[src/rtl/core/mrbf_pkg.sv]
// Shared types and constants for the multi-reader broadcast FIFO.
// Holds the payload structs, request/status codes and the ring index helper.
// No dependencies.
package mrbf_pkg;

  localparam int unsigned Depth        = 16;
  localparam int unsigned AddrW        = $clog2(Depth);
  localparam int unsigned CntW         = $clog2(Depth + 1);
  localparam int unsigned MaxConsumers = 8;
  localparam int unsigned IdW          = $clog2(MaxConsumers);
  localparam int unsigned DataW        = 32;
  localparam int unsigned CfgIdxW      = 2;
  localparam int unsigned CfgDataW     = 5;

  typedef enum logic [1:0] {
    KindRegister = 2'd0,
    KindRemove   = 2'd1,
    KindGet      = 2'd2,
    KindPut      = 2'd3
  } kind_e;

  typedef enum logic [2:0] {
    StOk      = 3'd0,
    StEmpty   = 3'd1,
    StWait    = 3'd2,
    StFull    = 3'd3,
    StDropped = 3'd4,
    StBadId   = 3'd5
  } status_e;

  typedef enum logic [1:0] {
    PolDiscard = 2'd0,
    PolRefuse  = 2'd1,
    PolReplace = 2'd2,
    PolOther   = 2'd3
  } policy_e;

  typedef enum logic [CfgIdxW-1:0] {
    CfgPutPolicy = 2'd0,
    CfgCapacity  = 2'd1,
    CfgUnused2   = 2'd2,
    CfgUnused3   = 2'd3
  } cfg_idx_e;

  typedef struct packed {
    logic [1:0]  kind;
    logic [3:0]  consumer_id;
    logic [31:0] write_data;
  } in_item_t;

  typedef struct packed {
    logic [2:0]  status;
    logic [31:0] read_data;
    logic [2:0]  assigned_id;
    logic [4:0]  occupancy;
  } out_item_t;

  // Request to the consumer flag table
  typedef struct packed {
    logic           reg_en;
    logic           remove_en;
    logic           mark_en;
    logic           clear_en;
    logic [IdW-1:0] id;
  } cons_cmd_t;

  // Flag table status, valid for the id carried in the command
  typedef struct packed {
    logic           free_found;
    logic [IdW-1:0] free_id;
    logic           id_has_read;
    logic           all_read;
  } cons_stat_t;

  // Step a ring index, wrapping at the effective capacity
  function automatic logic [AddrW-1:0] ring_adv(logic [AddrW-1:0] idx,
                                                logic [CntW-1:0]  cap);
    logic [CntW-1:0] nxt;
    nxt = CntW'(idx) + CntW'(1);
    return (nxt >= cap) ? '0 : nxt[AddrW-1:0];
  endfunction

endpackage

[src/rtl/core/mrbf_consumers.sv]
// Consumer flag table: active and has-read bits for every consumer slot.
// Finds the lowest free slot and tells when all active consumers but the commanded one have read.
// Depends on mrbf_pkg.
module mrbf_consumers
  import mrbf_pkg::*;
(
  input  logic       clk_i,
  input  logic       rst_ni,
  input  cons_cmd_t  cmd_i,
  output cons_stat_t stat_o
);

  logic [MaxConsumers-1:0] active_q, active_d;
  logic [MaxConsumers-1:0] read_q, read_d;
  logic [MaxConsumers-1:0] id_mask;

  assign id_mask = MaxConsumers'(1) << cmd_i.id;

  always_comb begin
    stat_o.free_found = 1'b0;
    stat_o.free_id    = '0;
    // scan from the top so the lowest free slot wins
    for (int i = MaxConsumers - 1; i >= 0; i--) begin
      if (!active_q[i]) begin
        stat_o.free_found = 1'b1;
        stat_o.free_id    = IdW'(i);
      end
    end
    stat_o.id_has_read = read_q[cmd_i.id];
    stat_o.all_read    = &(~active_q | read_q | id_mask);
  end

  always_comb begin
    active_d = active_q;
    read_d   = read_q;
    if (cmd_i.mark_en) begin
      read_d = read_d | id_mask;
    end
    if (cmd_i.clear_en) begin
      read_d = read_d & ~active_q;
    end
    if (cmd_i.reg_en) begin
      active_d[stat_o.free_id] = 1'b1;
      read_d[stat_o.free_id]   = 1'b0;
    end
    if (cmd_i.remove_en) begin
      active_d[cmd_i.id] = 1'b0;
    end
  end

  always_ff @(posedge clk_i or negedge rst_ni) begin
    if (!rst_ni) begin
      active_q <= '0;
      read_q   <= '0;
    end else begin
      active_q <= active_d;
      read_q   <= read_d;
    end
  end

endmodule

[src/rtl/core/multi_reader_broadcast_fifo_core.sv]
// Top level of the multi-reader broadcast FIFO: request decode, word ring,
// configuration registers and result register. Uses mrbf_pkg, mrbf_consumers.

// Takes one request per clock cycle while the output is not stalled and
// returns exactly one result per request, in order. A request is held in
// the input register, where it is decoded against the ring and consumer
// state, and its result is then registered in the output register.
// Output stalls back up into the input register one stage at a time.
// Configuration writes are always taken
// (cfg_ready_o is tied high) and must only be issued while no request is in
// flight; index 0 is put_policy, index 1 is capacity, other indexes are ignored.
module multi_reader_broadcast_fifo_core
  import mrbf_pkg::*;
(
  input  logic                clk_i,
  input  logic                rst_ni,
  input  logic                in_valid_i,
  output logic                in_ready_o,
  input  in_item_t            in_item_i,
  output logic                out_valid_o,
  input  logic                out_ready_i,
  output out_item_t           out_item_o,
  input  logic                cfg_valid_i,
  output logic                cfg_ready_o,
  input  logic [CfgIdxW-1:0]  cfg_index_i,
  input  logic [CfgDataW-1:0] cfg_data_i
);

  logic            in_vld_q;
  in_item_t        in_q;
  logic            out_vld_q;
  out_item_t       out_q, out_d;
  logic [1:0]      policy_q;
  logic [CntW-1:0] cap_q;
  logic [CntW-1:0] eff_cap;

  logic [DataW-1:0] store_q [Depth];
  logic [AddrW-1:0] head_q, head_d;
  logic [AddrW-1:0] tail_q, tail_d;
  logic [CntW-1:0]  count_q, count_d;
  logic             wr_en;
  logic             go;
  logic             bad_id;
  logic             ring_full;

  cons_cmd_t  cmd;
  cons_stat_t stat;

  mrbf_consumers u_consumers (
    .clk_i  (clk_i),
    .rst_ni (rst_ni),
    .cmd_i  (cmd),
    .stat_o (stat)
  );

  assign go          = in_vld_q && (!out_vld_q || out_ready_i);
  assign in_ready_o  = !in_vld_q || go;
  assign out_valid_o = out_vld_q;
  assign out_item_o  = out_q;
  assign cfg_ready_o = 1'b1;

  // clamp capacity into 1..Depth
  assign eff_cap = (cap_q == '0) ? CntW'(1) :
                   (cap_q > CntW'(Depth)) ? CntW'(Depth) : cap_q;

  assign bad_id    = (CntW'(in_q.consumer_id) >= CntW'(MaxConsumers));
  assign ring_full = (count_q >= eff_cap);

  always_comb begin
    logic ins;
    ins               = 1'b0;
    out_d.status      = StOk;
    out_d.read_data   = '0;
    out_d.assigned_id = '0;
    cmd.reg_en        = 1'b0;
    cmd.remove_en     = 1'b0;
    cmd.mark_en       = 1'b0;
    cmd.clear_en      = 1'b0;
    cmd.id            = in_q.consumer_id[IdW-1:0];
    head_d            = head_q;
    tail_d            = tail_q;
    count_d           = count_q;
    wr_en             = 1'b0;

    unique case (in_q.kind)
      KindRegister: begin
        if (stat.free_found) begin
          cmd.reg_en        = 1'b1;
          out_d.assigned_id = stat.free_id;
        end else begin
          out_d.status = StFull;
        end
      end
      KindRemove: begin
        if (bad_id) begin
          out_d.status = StBadId;
        end else begin
          cmd.remove_en = 1'b1;
        end
      end
      KindGet: begin
        if (bad_id) begin
          out_d.status = StBadId;
        end else if (count_q == '0) begin
          out_d.status = StEmpty;
        end else if (stat.id_has_read) begin
          out_d.status = StWait;
        end else begin
          out_d.read_data = store_q[head_q];
          cmd.mark_en     = 1'b1;
          // last reader frees the head
          if (stat.all_read) begin
            cmd.clear_en = 1'b1;
            head_d       = ring_adv(head_q, eff_cap);
            count_d      = count_q - CntW'(1);
          end
        end
      end
      KindPut: begin
        ins = 1'b1;
        if (count_q == '0) begin
          cmd.clear_en = 1'b1;
        end
        if (ring_full) begin
          case (in_q.kind == KindPut ? policy_q : PolRefuse)
            PolDiscard: begin
              out_d.status = StDropped;
              ins          = 1'b0;
            end
            PolReplace: begin
              // drop the oldest word to make room
              cmd.clear_en = 1'b1;
              head_d       = ring_adv(head_q, eff_cap);
              count_d      = count_q - CntW'(1);
            end
            default: begin
              out_d.status = StFull;
              ins          = 1'b0;
            end
          endcase
        end
        if (ins) begin
          wr_en   = 1'b1;
          tail_d  = ring_adv(tail_q, eff_cap);
          count_d = count_d + CntW'(1);
        end
      end
      default: begin
        out_d.status = StOk;
      end
    endcase

    if (!go) begin
      cmd.reg_en    = 1'b0;
      cmd.remove_en = 1'b0;
      cmd.mark_en   = 1'b0;
      cmd.clear_en  = 1'b0;
      wr_en         = 1'b0;
      head_d        = head_q;
      tail_d        = tail_q;
      count_d       = count_q;
    end
    out_d.occupancy = count_d;
  end

  always_ff @(posedge clk_i or negedge rst_ni) begin
    if (!rst_ni) begin
      in_vld_q  <= 1'b0;
      out_vld_q <= 1'b0;
      head_q    <= '0;
      tail_q    <= '0;
      count_q   <= '0;
      policy_q  <= PolDiscard;
      cap_q     <= CntW'(Depth);
    end else begin
      if (in_ready_o) begin
        in_vld_q <= in_valid_i;
      end
      if (go) begin
        out_vld_q <= 1'b1;
      end else if (out_ready_i) begin
        out_vld_q <= 1'b0;
      end
      head_q  <= head_d;
      tail_q  <= tail_d;
      count_q <= count_d;
      if (cfg_valid_i) begin
        unique case (cfg_index_i)
          CfgPutPolicy: policy_q <= cfg_data_i[1:0];
          CfgCapacity:  cap_q    <= cfg_data_i;
          default:      policy_q <= policy_q;
        endcase
      end
    end
  end

  // payload registers, no reset
  always_ff @(posedge clk_i) begin
    if (in_ready_o && in_valid_i) begin
      in_q <= in_item_i;
    end
    if (go) begin
      out_q <= out_d;
    end
    if (wr_en) begin
      store_q[tail_q] <= in_q.write_data;
    end
  end

endmodule
[config.mk]
export PLATFORM = sky130hd
export DESIGN_NAME = multi_reader_broadcast_fifo_core
export DESIGN_NICKNAME = d
export VERILOG_FILES = /design/src/rtl/core/mrbf_pkg.sv /design/src/rtl/core/mrbf_consumers.sv /design/src/rtl/core/multi_reader_broadcast_fifo_core.sv
export SDC_FILE = /design/constraint.sdc
export NUM_CORES = 1
export LEC_CHECK = 0
export BUFFER_PORTS_ARGS = -buffer_cell sky130_fd_sc_hd__buf_2
export CAP_MARGIN = 0
export CORE_ASPECT_RATIO = 1.4
export CORE_MARGIN = 2
export CORE_UTILIZATION = 25
export DETAILED_ROUTE_END_ITERATION = 6
export HOLD_SLACK_MARGIN = 0.02
export RECOVER_POWER = 50
export REMOVE_ABC_BUFFERS = 1
export SYNTH_ARGS = -nofsm -noshare
export SYNTH_HDL_FRONTEND = slang
export SYNTH_SLANG_ARGS = --single-unit
[constraint.sdc]
create_clock -name clk_i -period 14.4 [get_ports clk_i]
set_input_delay 1.44 -clock clk_i [delete_from_list [all_inputs] [get_ports clk_i]]
set_output_delay 1.44 -clock clk_i [all_outputs]
set_load 0.02 [all_outputs]
# --- After elaboration in Yosys (flattened, before gate mapping) ---
# Memory sizes are Yosys's and may differ from the RTL's. A register that Yosys moved wholly into a read port is not among the register bits.
# Cells that the tools add are included.
word_totals:
  input_bits: 50
  mem_count: 1
  regBits: 87
  ram_bits: 512
memory_table:
  columns: ["memory", "depth", "word_bits", "read_ports", "rd_ports_with_merged_regs", "wr", "line", "rtl"]
  rows:
  - ["store_q", 16, 32, 1, 1, 1, "multi_reader_broadcast_fifo_core.sv:37", "logic [DataW-1:0] store_q [Depth];"]
classes:
  n_bitwise: 11
  addsub: 4
  shifts: 1
  mux: 73
  n_eq_ne: 11
  n_lt_le_gt_ge: 9
  n_reduce_logical: 22
ops:
  columns: ["op", "count"]
  rows:
  - ["2-to-1 mux 4 bit", 17]
  - ["2-to-1 mux 5 bit", 11]
  - ["2-to-1 mux 8 bit", 5]
  - ["OR 8 bit", 4]
  - ["AND 8 bit", 3]
  - ["inverter 8 bit", 3]
  - ["2-to-1 mux 1 bit", 22]
  - ["AND reduction 8 bit", 2]
  - [">= comparator 5 bit", 3]
  - ["2-to-1 mux 2 bit", 7]
  - ["case mux 3 bit (4 select lines)", 1]
  - ["adder 4 x 1 -> 5 bit, second input constant", 2]
  - ["zero test 5 bit", 2]
  - ["inequality test 2 bit, second input constant", 5]
  - ["case mux 5 bit (2 select lines)", 1]
  - ["2-to-1 mux 3 bit", 3]
  - ["< comparator 3 x 4 -> 1 bit, second input constant", 2]
  - ["case mux 4 bit (2 select lines)", 1]
  - ["<< shifter 1 x 3 -> 8 bit, first input constant", 1]
  - ["demux 1 bit (select 3 bit)", 2]
  - ["equality test 2 bit, second input constant", 3]
  - [">= comparator 3 x 1 -> 1 bit, second input constant", 2]
  - ["zero test 2 bit", 3]
  - ["case mux 3 bit (2 select lines)", 1]
  - ["16 further kinds", 25]

# --- Depth between registers and ports, before layout ---
# Gate-level depths: netlist of run 1.
logic_depth:
  depth_word: 16
  depth_mapped: 16

# --- Cells and area by module ---
# A second synthesis of run 1 with hierarchy kept.
unflattened:
  hier_cells: 1272
  area_unflattened_um2: 24985.2
by_module_without_submodules:
  columns: ["module", "seq_area_each_um2", "cells_each", "n_inst", "area_each_um2"]
  rows:
  - ["multi_reader_broadcast_fifo_core", 18358.9, 1164, 1, 23960.5]
  - ["mrbf_consumers", 400.4, 108, 1, 1024.7]

# --- Worst setup path after synthesis of run 1 ---
# No wires, ideal clock.
synth_timing:
  path_type: "input port to flip-flop"
  startpoint: "in out_ready_i"
  endpoint: "mem store_q[3][0] (enable)"
  arrival_time_ns: 4.458
  path_stages: 6
  setup_slack_ns: 9.481
  required_time_ns: 13.939
  cell_sequence: "nand2b_1 and3_1 nand2_1 a21oi_1 nand2_1 nor3_1"
synth_via:
  elab_chain_len: 5
synth_rtl:
  columns: ["item", "line", "rtl"]
  rows:
  - ["from (decl)", "multi_reader_broadcast_fifo_core.sv:21", "input logic out_ready_i,"]
  - ["logical OR 1 bit", "multi_reader_broadcast_fifo_core.sv:56", "assign go = in_vld_q && (!out_vld_q || out_ready_i);"]
  - ["logical AND 1 bit", "multi_reader_broadcast_fifo_core.sv:56", null]
  - ["2-to-1 mux 1 bit", "multi_reader_broadcast_fifo_core.sv:153", "if (!go) begin"]
  - ["2-to-1 mux 1 bit", "multi_reader_broadcast_fifo_core.sv:205", "if (wr_en) begin"]
  - ["2-to-1 mux 1 bit (implied by the code)", "multi_reader_broadcast_fifo_core.sv:206", "store_q[tail_q] <= in_q.write_data;"]
  - ["to (decl)", "multi_reader_broadcast_fifo_core.sv:37", null]
# No other way between the ends.

# --- Final worst setup path of run 1 ---
layout_timing:
  startpoint: "reg cap_q[1]"
  endpoint: "mem store_q[13][22] (enable)"
layout_via:
  elab_chain_len: 11
  word_cells_on_any_way: 12
layout_rtl:
  columns: ["item", "line", "rtl"]
  rows:
  - ["from (decl)", "multi_reader_broadcast_fifo_core.sv:34", "logic [CntW-1:0] cap_q;"]
  - ["from (signal assigned)", "multi_reader_broadcast_fifo_core.sv:174", "cap_q <= CntW'(Depth);"]
  - ["from (signal assigned)", "multi_reader_broadcast_fifo_core.sv:190", "CfgCapacity: cap_q <= cfg_data_i;"]
  - ["greater-than comparator 5 bit", "multi_reader_broadcast_fifo_core.sv:64", "(cap_q > CntW'(Depth)) ? CntW'(Depth) : cap_q;"]
  - ["2-to-1 mux 5 bit", "multi_reader_broadcast_fifo_core.sv:64", null]
  - ["2-to-1 mux 5 bit *", "multi_reader_broadcast_fifo_core.sv:63", "assign eff_cap = (cap_q == '0) ? CntW'(1) :"]
  - [">= comparator 5 bit *", "multi_reader_broadcast_fifo_core.sv:67", "assign ring_full = (count_q >= eff_cap);"]
  - ["2-to-1 mux 1 bit *", "multi_reader_broadcast_fifo_core.sv:124", "if (ring_full) begin"]
  - ["2-to-1 mux 1 bit *", "multi_reader_broadcast_fifo_core.sv:85", "unique case (in_q.kind)"]
  - ["2-to-1 mux 1 bit *", "multi_reader_broadcast_fifo_core.sv:142", "if (ins) begin"]
  - ["2-to-1 mux 1 bit *", "multi_reader_broadcast_fifo_core.sv:85", null]
  - ["2-to-1 mux 1 bit *", "multi_reader_broadcast_fifo_core.sv:153", null]
  - ["2-to-1 mux 1 bit *", "multi_reader_broadcast_fifo_core.sv:205", null]
  - ["2-to-1 mux 1 bit (implied by the code) *", "multi_reader_broadcast_fifo_core.sv:206", null]
# Every way passes the cells marked *; elsewhere a longest branch is shown, timed or not. The select of a mux whose other input is x is not followed.

==> flow_summary.yaml, run 1 <==
status:
  status: "finished, violations left"
  violations: "capacitance limit, slew limit"
timing:
  fmax_ghz: 0.242
  max_slew_margin: -1.07
  finalCriticalPeriod_ns: 4.13
  tns_ns: 0
  rsz0062_at_grt: "false"
  fin_worst_skew_ns: 0.0263
  slew_violations: 78
  tightest_slew_ns: 3.10
  setup_viol: 0
  hold_viol: 0
  setup_ws_ns: 10.27
  fin_crit_sh: 0.287
clock_network:
  clock_path_buffers: 3
  post_cts_resize_count: 0
  root_buffer: "clkbuf_16"
  post_cts_buffers: 0
  cts_tree: "built"
  cts_buffers: 61
  cts.sinks: 631
  postCtsHoldBufs: 0
  htreeDepth: 2
  clkLatencyLatePin_ns: 0.64
  path_clk_slew_ns: 0.06
route:
  drt_wl_total_um: 58700
  drc: 0
  vias: 12700
  antenna_left: 0
  drtPass1Iterations: 5
  wl_per_cell_um: 21.0
  drt-vias-per-instance: 4.55
  drt_iter0_markers: 1222
pwr:
  clkPwrFrac: 0.332
  power_frac_comb: 0.191
  switching_power_mw: 1.26
  switching_share: 0.270
  seqPwrFrac: 0.476
  ir_worst_vdd_v: 0.000124
  p_int_mw: 3.40
  power_density_nw_per_um2: 161
  p_leak_nw: 9.28
global_route:
  grt.overflow.total: 0
  grtUsageMet3: 0.0224
  antenna_found_initial: 1
  grt_use_met2: 0.203
  grt_pass1_vias: 13300
  grt_pass1_wl_um: 86800
  use_met1: 0.138
  grt_util_all_layers: 0.113
  top_usage_layer: "met2"
  grt_max_degree: 54
logic_synthesis:
  syn_avg_cell_area_sq_um: 19.1
  ys_ff_latch: 631
  yosysWarnings: 0
  synth_most_common_cell: "edfxtp_1"
  netlist.area_leader.share: 0.713
  syn_area_sq_um: 25000
  synth_flop_cell: "edfxtp_1"
  yosysSeqAreaShare: 0.751
  netlist_top_cells_count: "edfxtp_1, mux4_2, mux2i_1"
  syn_inst: 1308
  synth_edf_count: 593
  synth_area_leaders: "edfxtp_1, mux4_2, dfrtp_1, mux2i_1, ha_1"
  synth.largest_area_cell: "edfxtp_1"
  async_flop_share: 0.0602
  ys_types: 61
placed_design:
  portBuffers: 94
  dpl_worst_slack_ns: 10.11
  dp_hpwl_um: 33400
  globalplace.congestion: 0.778
die:
  ios: 96
  fp.dieW_um: 271
  start_util: 0.251
  fp-row-count: 137
  fp.coreArea_sq_um: 99400
  dieArea_sq_um: 103000
  die_y_um: 378
worst_hold_path:
  hold_class: "flip-flop to flip-flop"
worst_setup_path:
  cp-start-kind: "flip-flop"
  required_ns: 14.69
  crit_path_max_incr_delay_ns: 0.60
  path_class: "flip-flop to flip-flop"
  endpoint_kind: "flip-flop"
  critical_path_arrival_ns: 4.42
  crit_chain: "nor3_1, nor2_1, nor2_1, ha_1, nor2b_1, o21a_1, o21ai_0, a21oi_1, nand2_1, nor2_4, buf_4"
  crit_slowest_cell: "nor2_4"
  cp_common_cell: "nor2_1"
  critPathTopFamily: "simple AND/OR/NAND/NOR gates"
  cp_max_fo: 17
  critPathBufInv: 1
layout:
  drive_above_1_share: 0.239
  finalNetCount: 1494
  nFillCells: 9798
  area_delta_synth_final_pct: 16.3
  multi_input_comb_area_sq_um: 6010
  final-seq-area_sq_um: 18800
job:
  cap_viol_max_count: 2
## layer usage
layer / vias to the layer above / part of all wire
met1: 6692 / 0.41
met4: 2 / 0.019
met5: - / 0.00022
met3: 73 / 0.054
met2: 377 / 0.52
li1: 5553 / -
## registers in the layout, summed over array words and instances (netlist names)
name / cells
cmd: 3
in_vld_q: 1
cap_q: 5
in_q: 35
store_q: 512
policy_q: 2
count_q: 5
u_consumers.active_q: 8
tail_q: 4
out_item_o: 43
out_valid_o: 1
u_consumers.read_q: 8
head_q: 4
## worst register-to-register path: cells and delay by family, from the launching register on
family	cells	cell delay, ns
buf+inv	1	0.42
fa+ha+maj	1	0.27
compound gates	3	1.11
simple gates	6	1.57
flops	1	0.39
## power groups by stage
| stage | Combinational [mW] | Sequential, mW | Clock, mW |
|---|---|---|---|
| 6_report | 0.892 | 2.22 | 1.55 |
| 5_1_grt | 0.974 | 2.24 | 1.66 |
| 4_1_cts | 0.913 | 2.22 | 1.60 |
| 3_5_place_dp | 0.907 | 2.26 | 0 |
| 3_3_place_gp | 0.898 | 2.26 | 0 |
| 2_1_floorplan | 0.704 | 2.32 | 0 |
## worst paths after layout
kind                                              end  cells past startpoint  slack (ns)  startpoint
min in group asynchronous       u_consumers.read_q[1]                      1        1.45      rst_ni
worst max-delay path                  store_q[13][22]                     11       10.27    cap_q[1]
worst min-delay path                         cap_q[0]                      1        0.52    cap_q[0]
worst max register to register        store_q[13][22]                     11       10.27    cap_q[1]
max in group asynchronous                   head_q[1]                      1       11.38      rst_ni
worst min register to register               cap_q[0]                      1        0.52    cap_q[0]
## cells by family (layout without fill, tap and decap cells)
logic type | after synthesis | count (layout) | synth area share
AOI/OAI and AO/OA | 184 | 184 | 0.0481
other | 1 | 2 | 0.000150
buffers and inverters | 81 | 242 | 0.0136
adders and majority gates | 22 | 22 | 0.0110
DFF | 631 | 631 | 0.751
muxes | 192 | 192 | 0.133
and+or+nand+nor | 189 | 189 | 0.0403
xor gates and xnor gates | 8 | 8 | 0.00335
## layout make-up
type	instances	area share
Antenna cell	1	0.0000861
Clock buffer	72	0.0550
Clock inverter	38	0.0115
Inverter	14	0.00181
Multi-Input combinational cell	596	0.207
Sequential cell	631	0.646
Tap cell	1320	0.0568
Timing Repair Buffer	118	0.0217
## through the flow
step	power, mW	std cells	hold WS, ns	instance area (sq um)	utilization
after CTS	4.73	2789	0.528	29100	0.292
final	4.66	2790	0.518	29100	0.292
after global routing	4.87	2789	0.547	29000	0.292
after floorplan	3.03	1241	0.480	24700	-
after detailed placement	3.17	2679	0.503	27100	0.273
after global placement	3.16	2679	0.516	27100	0.273
## placed cells by master (no fill, tap or decap), drive strengths merged, types with 5 or more instances in the layout
master    Yosys  routed
and3          9       9
edfxtp      593     593
mux2         17      17
nor3         10      10
nand3         5       5
ha           22      22
a31oi        13      13
mux4        110     110
a22oi        19      19
nand2b       15      15
buf          25     105
nor2         36      36
a21o          5       5
xnor2         5       5
clkbuf       42      85
o21ai        38      38
clkinv        0      22
a211oi       13      13
mux2i        65      65
dfrtp        37      37
a21oi        49      49
inv          14      16
nand2        56      56
a221oi       17      17
clkinvlp      0      10
nor3b         8       8
nor2b        25      25
Power figures use the tool's default switching activity.
==> run 2, diff against run 1 <==
--- a/config.mk
+++ b/config.mk
@@ -5,6 +5,7 @@
 export SDC_FILE = /design/constraint.sdc
 export NUM_CORES = 1
 export LEC_CHECK = 0
+export ABC_AREA = 1
 export BUFFER_PORTS_ARGS = -buffer_cell sky130_fd_sc_hd__buf_2
 export CAP_MARGIN = 0
 export CORE_ASPECT_RATIO = 1.4
==> constraint.sdc (replaced) <==
create_clock -name clk_i -period 4.15 [get_ports clk_i]
set_input_delay 0.415 -clock clk_i [delete_from_list [all_inputs] [get_ports clk_i]]
set_output_delay 0.415 -clock clk_i [all_outputs]
set_load 0.02 [all_outputs]
==> run 2 against run 1 <==
Effect of this change: the flow still finishes with violations (capacitance limit, slew limit); global-route usage is 1.3 points higher; design area is 3.0% higher; worst hold slack worse by 0.45 ns; synthesized cell count is 49% higher; setup slack worse by 9.7 ns.
==> flow_summary.yaml, run 2 <==
logic_synthesis:
  async_flop_share: 0.0602
  syn_avg_cell_area_sq_um: 13.0
  netlist.area_leader.share: 0.706
  syn_area_sq_um: 25200
  synth_flop_cell: "edfxtp_1"
  synth_area_leaders: "edfxtp_1, nand2_1, o21ai_0, dfrtp_1, nor2_1"
  synth.largest_area_cell: "edfxtp_1"
  ys_types: 48
  syn_inst: 1947
  synth_edf_count: 593
  netlist_top_cells_count: "edfxtp_1, nand2_1, nor2_1"
  ys_ff_latch: 631
  yosysSeqAreaShare: 0.743
  synth_most_common_cell: "edfxtp_1"
  yosysWarnings: 0
clock_network:
  root_buffer: "clkbuf_16"
  cts.sinks: 631
  cts_buffers: 59
  clock_path_buffers: 3
  htreeDepth: 2
  path_clk_slew_ns: 0.07
  post_cts_buffers: 0
  cts_tree: "built"
  clkLatencyLatePin_ns: 0.65
worst_setup_path:
  critical_path_arrival_ns: 3.91
  crit_slowest_cell: "or4_1"
  cp-start-kind: "flip-flop"
  required_ns: 4.45
  crit_chain: "or4_1, nand2_1, nand2_1, ha_1, nand2_1, inv_1, nand2_1, nand3_2, nand2_1, nand2_1, inv_2, nand2_1, nor2_4, buf_4"
  cp_max_fo: 20
  cp_common_cell: "nand2_1"
  crit_path_max_incr_delay_ns: 0.54
  path_class: "flip-flop to flip-flop"
  endpoint_kind: "flip-flop"
global_route:
  grt.overflow.total: 0
  grt_util_all_layers: 0.126
  grt_max_degree: 87
  antenna_found_initial: 2
  grt_pass1_wl_um: 99500
  grt_pass1_vias: 16100
route:
  vias: 16100
  drt-vias-per-instance: 4.63
  drc: 0
  drt_iter0_markers: 1370
  drtPass1Iterations: 6
  wl_per_cell_um: 19.3
  antenna_left: 0
  drt_wl_total_um: 67000
timing:
  setup_ws_ns: 0.537
  fmax_ghz: 0.277
  max_slew_margin: -0.528
  setup_viol: 0
  hold_viol: 0
  rsz0062_at_grt: "false"
  fin_crit_sh: 0.871
  fin_worst_skew_ns: 0.0206
  finalCriticalPeriod_ns: 3.61
  slew_violations: 64
  tightest_slew_ns: 2.29
worst_hold_path:
  hold_class: "input port to flip-flop"
layout:
  largest_reg_flops: 512
  nFillCells: 10000
  regMostFlops: "store_q"
  finalNetCount: 2170
  drive_above_1_share: 0.115
  final_area_sq_um: 29900
  postLayoutCoreUtil: 0.299
  final_common_cell: "edfxtp_1"
  area_delta_synth_final_pct: 18.5
  mostFrequentLayoutCells: "edfxtp_1, nand2_1, o21ai_0, nor2_1, a21oi_1"
die:
  die_y_um: 380
  dieArea_sq_um: 104000
  fp-row-count: 137
  start_util: 0.253
  ios: 96
  fp.dieW_um: 273
  fp.coreArea_sq_um: 99900
status:
  status: "finished, violations left"
  violations: "capacitance limit, slew limit"
job:
  cap_viol_max_count: 2
pwr:
  p_leak_nw: 10.1
  power_density_nw_per_um2: 602
  ir_worst_vdd_v: 0.000408
  finalPower_mw: 18.0
placed_design:
  dp_hpwl_um: 40500
  globalplace.congestion: 0.808
  dpl_worst_slack_ns: 0.597
  portBuffers: 94
  placed_area_sq_um: 27500
==> run 2: cell types whose count changed after synthesis, moves of 25 or more <==
cell and change:
o221ai_1 +33, nor2_1 +173, nand4_1 +33, o21ai_0 +161, mux4_2 -110, nand3_1 +79
inv_1 +65, o22ai_1 +39, nor2b_1 -25, a21oi_1 +60, nand2_1 +230, mux2i_1 -64
==> run 2: worst paths after layout <==
path | from | end | slack, ns | depth (start not counted)
worst max register to register | cap_q[0] | store_q[10][31] | 0.54 | 14
worst min-delay path | cfg_data_i[0] | cap_q[0] | 0.06 | 3
worst max-delay path | cap_q[0] | store_q[10][31] | 0.54 | 14
min in group asynchronous | rst_ni | u_consumers.read_q[4] | 1.00 | 2
worst min register to register | u_consumers.active_q[7] | u_consumers.read_q[7] | 0.49 | 1
max in group asynchronous | rst_ni | head_q[0] | 1.53 | 2
==> run 2: what timing repair did <==
item / in CTS / in global routing
hold endpoints to repair: 80 / 0
gates resized for setup: 0 / 0
hold buffers: 45 / 0
==> run 2: layout make-up <==
cell class	count	area, sq um	area share
clock buffer	68	1530	0.0512
multi-input combinational	1124	5790	0.194
antenna	1	2.50	0.0000837
clock inverter	40	465	0.0156
inverter	89	340	0.0114
sequential	631	18800	0.627
tap	1320	1650	0.0552
timing repair buffer	193	1360	0.0455
==> run 2: cells by family after synthesis <==
kind of cell,Yosys count,share of synthesized area
xor+xnor,6,0.00208
other cells,1,0.000149
buf+inv,192,0.0313
compound gates,451,0.104
mux,3,0.00129
flops,631,0.743
simple gates,641,0.107
fa+ha+maj,22,0.0109
==> run 2: worst max-delay path, delay by kind of cell, from the launching register on <==
kind / cells / cell delay, ns
adder cells (fa/ha/maj): 1 / 0.29
buffers and inverters: 3 / 0.59
AND/OR/NAND/NOR: 10 / 1.98
flip-flops: 1 / 0.39
==> run 2: report_power, final <==
part	total, mW	switching (mW)	internal [mW]
combinational	4.60	3.25	1.35
sequential	7.78	0.419	7.37
clock	5.61	2.40	3.21
==> run 2: layer usage <==
metal	wire length (um)	vias to the layer above	global-route usage
li1	-	7453	-
met3	4060	122	0.0235
met1	27500	7987	0.157
met4	1810	2	0.0398
met2	33700	495	0.221
met5	8	-	0
==> run 2: through the flow <==
step,hold slack [ns],std cells,TNS (ns)
after global placement,0.469,3312,0
after global routing,0.0611,3466,0
after floorplan,0.119,1844,-301.02
after detailed placement,0.483,3312,0
after CTS,0.0347,3465,0
final,0.0644,3466,0
==> run 3, diff against run 2 <==
--- a/config.mk
+++ b/config.mk
@@ -9,12 +9,13 @@
 export BUFFER_PORTS_ARGS = -buffer_cell sky130_fd_sc_hd__buf_2
 export CAP_MARGIN = 0
 export CORE_ASPECT_RATIO = 1.4
-export CORE_MARGIN = 2
+export CORE_MARGIN = 4
 export CORE_UTILIZATION = 25
 export DETAILED_ROUTE_END_ITERATION = 6
 export HOLD_SLACK_MARGIN = 0.02
 export RECOVER_POWER = 50
 export REMOVE_ABC_BUFFERS = 1
+export SLEW_MARGIN = 5
 export SYNTH_ARGS = -nofsm -noshare
 export SYNTH_HDL_FRONTEND = slang
 export SYNTH_SLANG_ARGS = --single-unit
==> run 3 against run 2 <==
Effect of this change: via count fell by 0.93%; global-route usage is 0.42 points lower; setup slack got worse by 0.11 ns; sequential share of layout area rose by 0.42 points; critical endpoint is now store_q[2][13]; the run still ends with capacitance limit, slew limit left; worst hold slack improved by 0.024 ns; largest power group unchanged.
==> flow_summary.yaml, run 3 (same netlist as run 2, synthesis figures left out) <==
status:
  status: "finished, violations left"
  violations: "capacitance limit, slew limit"
placed_design:
  dp_hpwl_um: 41500
  portBuffers: 94
  placed_area_sq_um: 27500
  globalplace.congestion: 0.858
clock_network:
  postCtsHoldBufs: 42
  clock_path_buffers: 3
  cts_tree: "built"
  post_cts_buffers: 0
  cts.sinks: 631
  path_clk_slew_ns: 0.06
  post_cts_resize_count: 0
  cts_buffers: 57
  clkLatencyLatePin_ns: 0.64
  root_buffer: "clkbuf_16"
  htreeDepth: 2
global_route:
  grt_pass1_vias: 15800
  grt_max_degree: 85
  grt_util_all_layers: 0.122
  grtUsageMet3: 0.0203
  grt_use_met2: 0.220
  use_met1: 0.148
  antenna_found_initial: 3
  grt.overflow.total: 0
  top_usage_layer: "met2"
  grt_pass1_wl_um: 99900
worst_setup_path:
  cp-start-kind: "flip-flop"
  startpoint: "cap_q[0]"
  endpoint: "store_q[2][13]"
  required_ns: 4.43
  r2r-start: "cap_q[0]"
  endpoint_kind: "flip-flop"
  critical_path_arrival_ns: 4.01
  cp_max_fo: 21
  r2r_end: "store_q[2][13]"
  r2r_cells: 13
  reg2reg_setup_slack_ns: 0.43
  path_class: "flip-flop to flip-flop"
die:
  start_util: 0.253
  fp-row-count: 137
  fp.coreArea_sq_um: 99900
  dieArea_sq_um: 106000
  die_y_um: 384
  fp.dieW_um: 277
  ios: 96
layout:
  regMostFlops: "store_q"
  largest_reg_flops: 512
  drive_above_1_share: 0.110
  final_area_sq_um: 29700
  nFillCells: 9938
  finalNetCount: 2161
  mostFrequentLayoutCells: "edfxtp_1, nand2_1, o21ai_0, nor2_1, a21oi_1"
  area_delta_synth_final_pct: 17.7
  final_common_cell: "edfxtp_1"
  postLayoutCoreUtil: 0.297
timing:
  fmax_ghz: 0.269
  tightest_slew_ns: 2.29
  tns_ns: 0
  setup_viol: 0
  fin_worst_skew_ns: 0.0275
  slew_violations: 39
  hold_viol: 0
  fin_hold_ws_ns: 0.0886
  fin_crit_sh: 0.897
  rsz0062_at_grt: "false"
  max_slew_margin: -0.525
  finalCriticalPeriod_ns: 3.72
route:
  vias: 15900
  drt_wl_total_um: 66900
  drtPass1Iterations: 5
  wl_per_cell_um: 19.4
  drt_iter0_markers: 1521
  antenna_left: 0
  drc: 0
  drt-vias-per-instance: 4.60
worst_hold_path:
  hold_class: "input port to flip-flop"
pwr:
  p_leak_nw: 10.0
  seqPwrFrac: 0.441
  finalPower_mw: 17.8
  power_density_nw_per_um2: 598
  clkPwrFrac: 0.296
  switching_share: 0.345
  power_frac_comb: 0.263
  switching_power_mw: 6.12
  ir_worst_vdd_v: 0.000499
  p_int_mw: 11.6
job:
  cap_viol_max_count: 1
-- run 3: metal layers --
| layer | vias to the layer above | share of wire |
|---|---|---|
| li1 | 7440 | - |
| met1 | 7874 | 0.40 |
| met2 | 476 | 0.51 |
| met3 | 119 | 0.055 |
| met4 | 0 | 0.034 |
| met5 | - | 0 |
-- run 3: cell type report --
cell class / count / area (sq um) / area share
diodes: 3 / 7.51 / 0.000253
clock buffers: 70 / 1480 / 0.0496
clock inverters: 33 / 357 / 0.0120
inverters: 89 / 339 / 0.0114
multi-input cells: 1124 / 5790 / 0.195
flip-flops and latches: 631 / 18800 / 0.632
well taps: 1320 / 1650 / 0.0556
repair buffers: 186 / 1330 / 0.0446
-- run 3: worst min path at each step --
stage / start / depth (start not counted) / to / slack [ns]
final: cfg_data_i[3] / 2 / cap_q[3] / 0.09
after global routing: cfg_data_i[3] / 2 / cap_q[3] / 0.08
after CTS: cfg_data_i[4] / 3 / cap_q[4] / 0.04
after detailed placement: u_consumers.active_q[7] / 1 / u_consumers.read_q[7] / 0.48
after global placement: u_consumers.active_q[7] / 1 / u_consumers.read_q[7] / 0.47
after floorplan: rst_ni / 0 / cap_q[0] / 0.12
-- run 3: worst max-delay path, cell delays in order, from the launching register on --
cell	delay [ns]
dfrtp_1	0.39
or4_1	0.54
o21ai_0	0.36
ha_1	0.31
inv_1	0.05
nand2_1	0.04
nand2_1	0.10
nand3_2	0.20
nand2_1	0.18
nand2_1	0.23
inv_2	0.19
nand2_1	0.25
nor2_4	0.16
buf_4	0.35
-- run 3: power groups by stage --
| stage | logic (mW) | clock network, mW | registers [mW] |
|---|---|---|---|
| after global placement | 4.68 | 0 | 7.97 |
| after detailed placement | 4.71 | 0 | 7.97 |
| after global routing | 5.21 | 5.66 | 7.88 |
| after floorplan | 2.76 | 0 | 8.07 |
| after CTS | 4.75 | 5.40 | 7.83 |
| final | 4.67 | 5.26 | 7.83 |
-- run 3: stage by stage --
stage	instances	setup slack, ns
floorplan	1844	-6.75
global route	3456	0.0776
finish	3456	0.426
detailed placement	3308	0.426
CTS	3453	0.414
global placement	3308	0.519
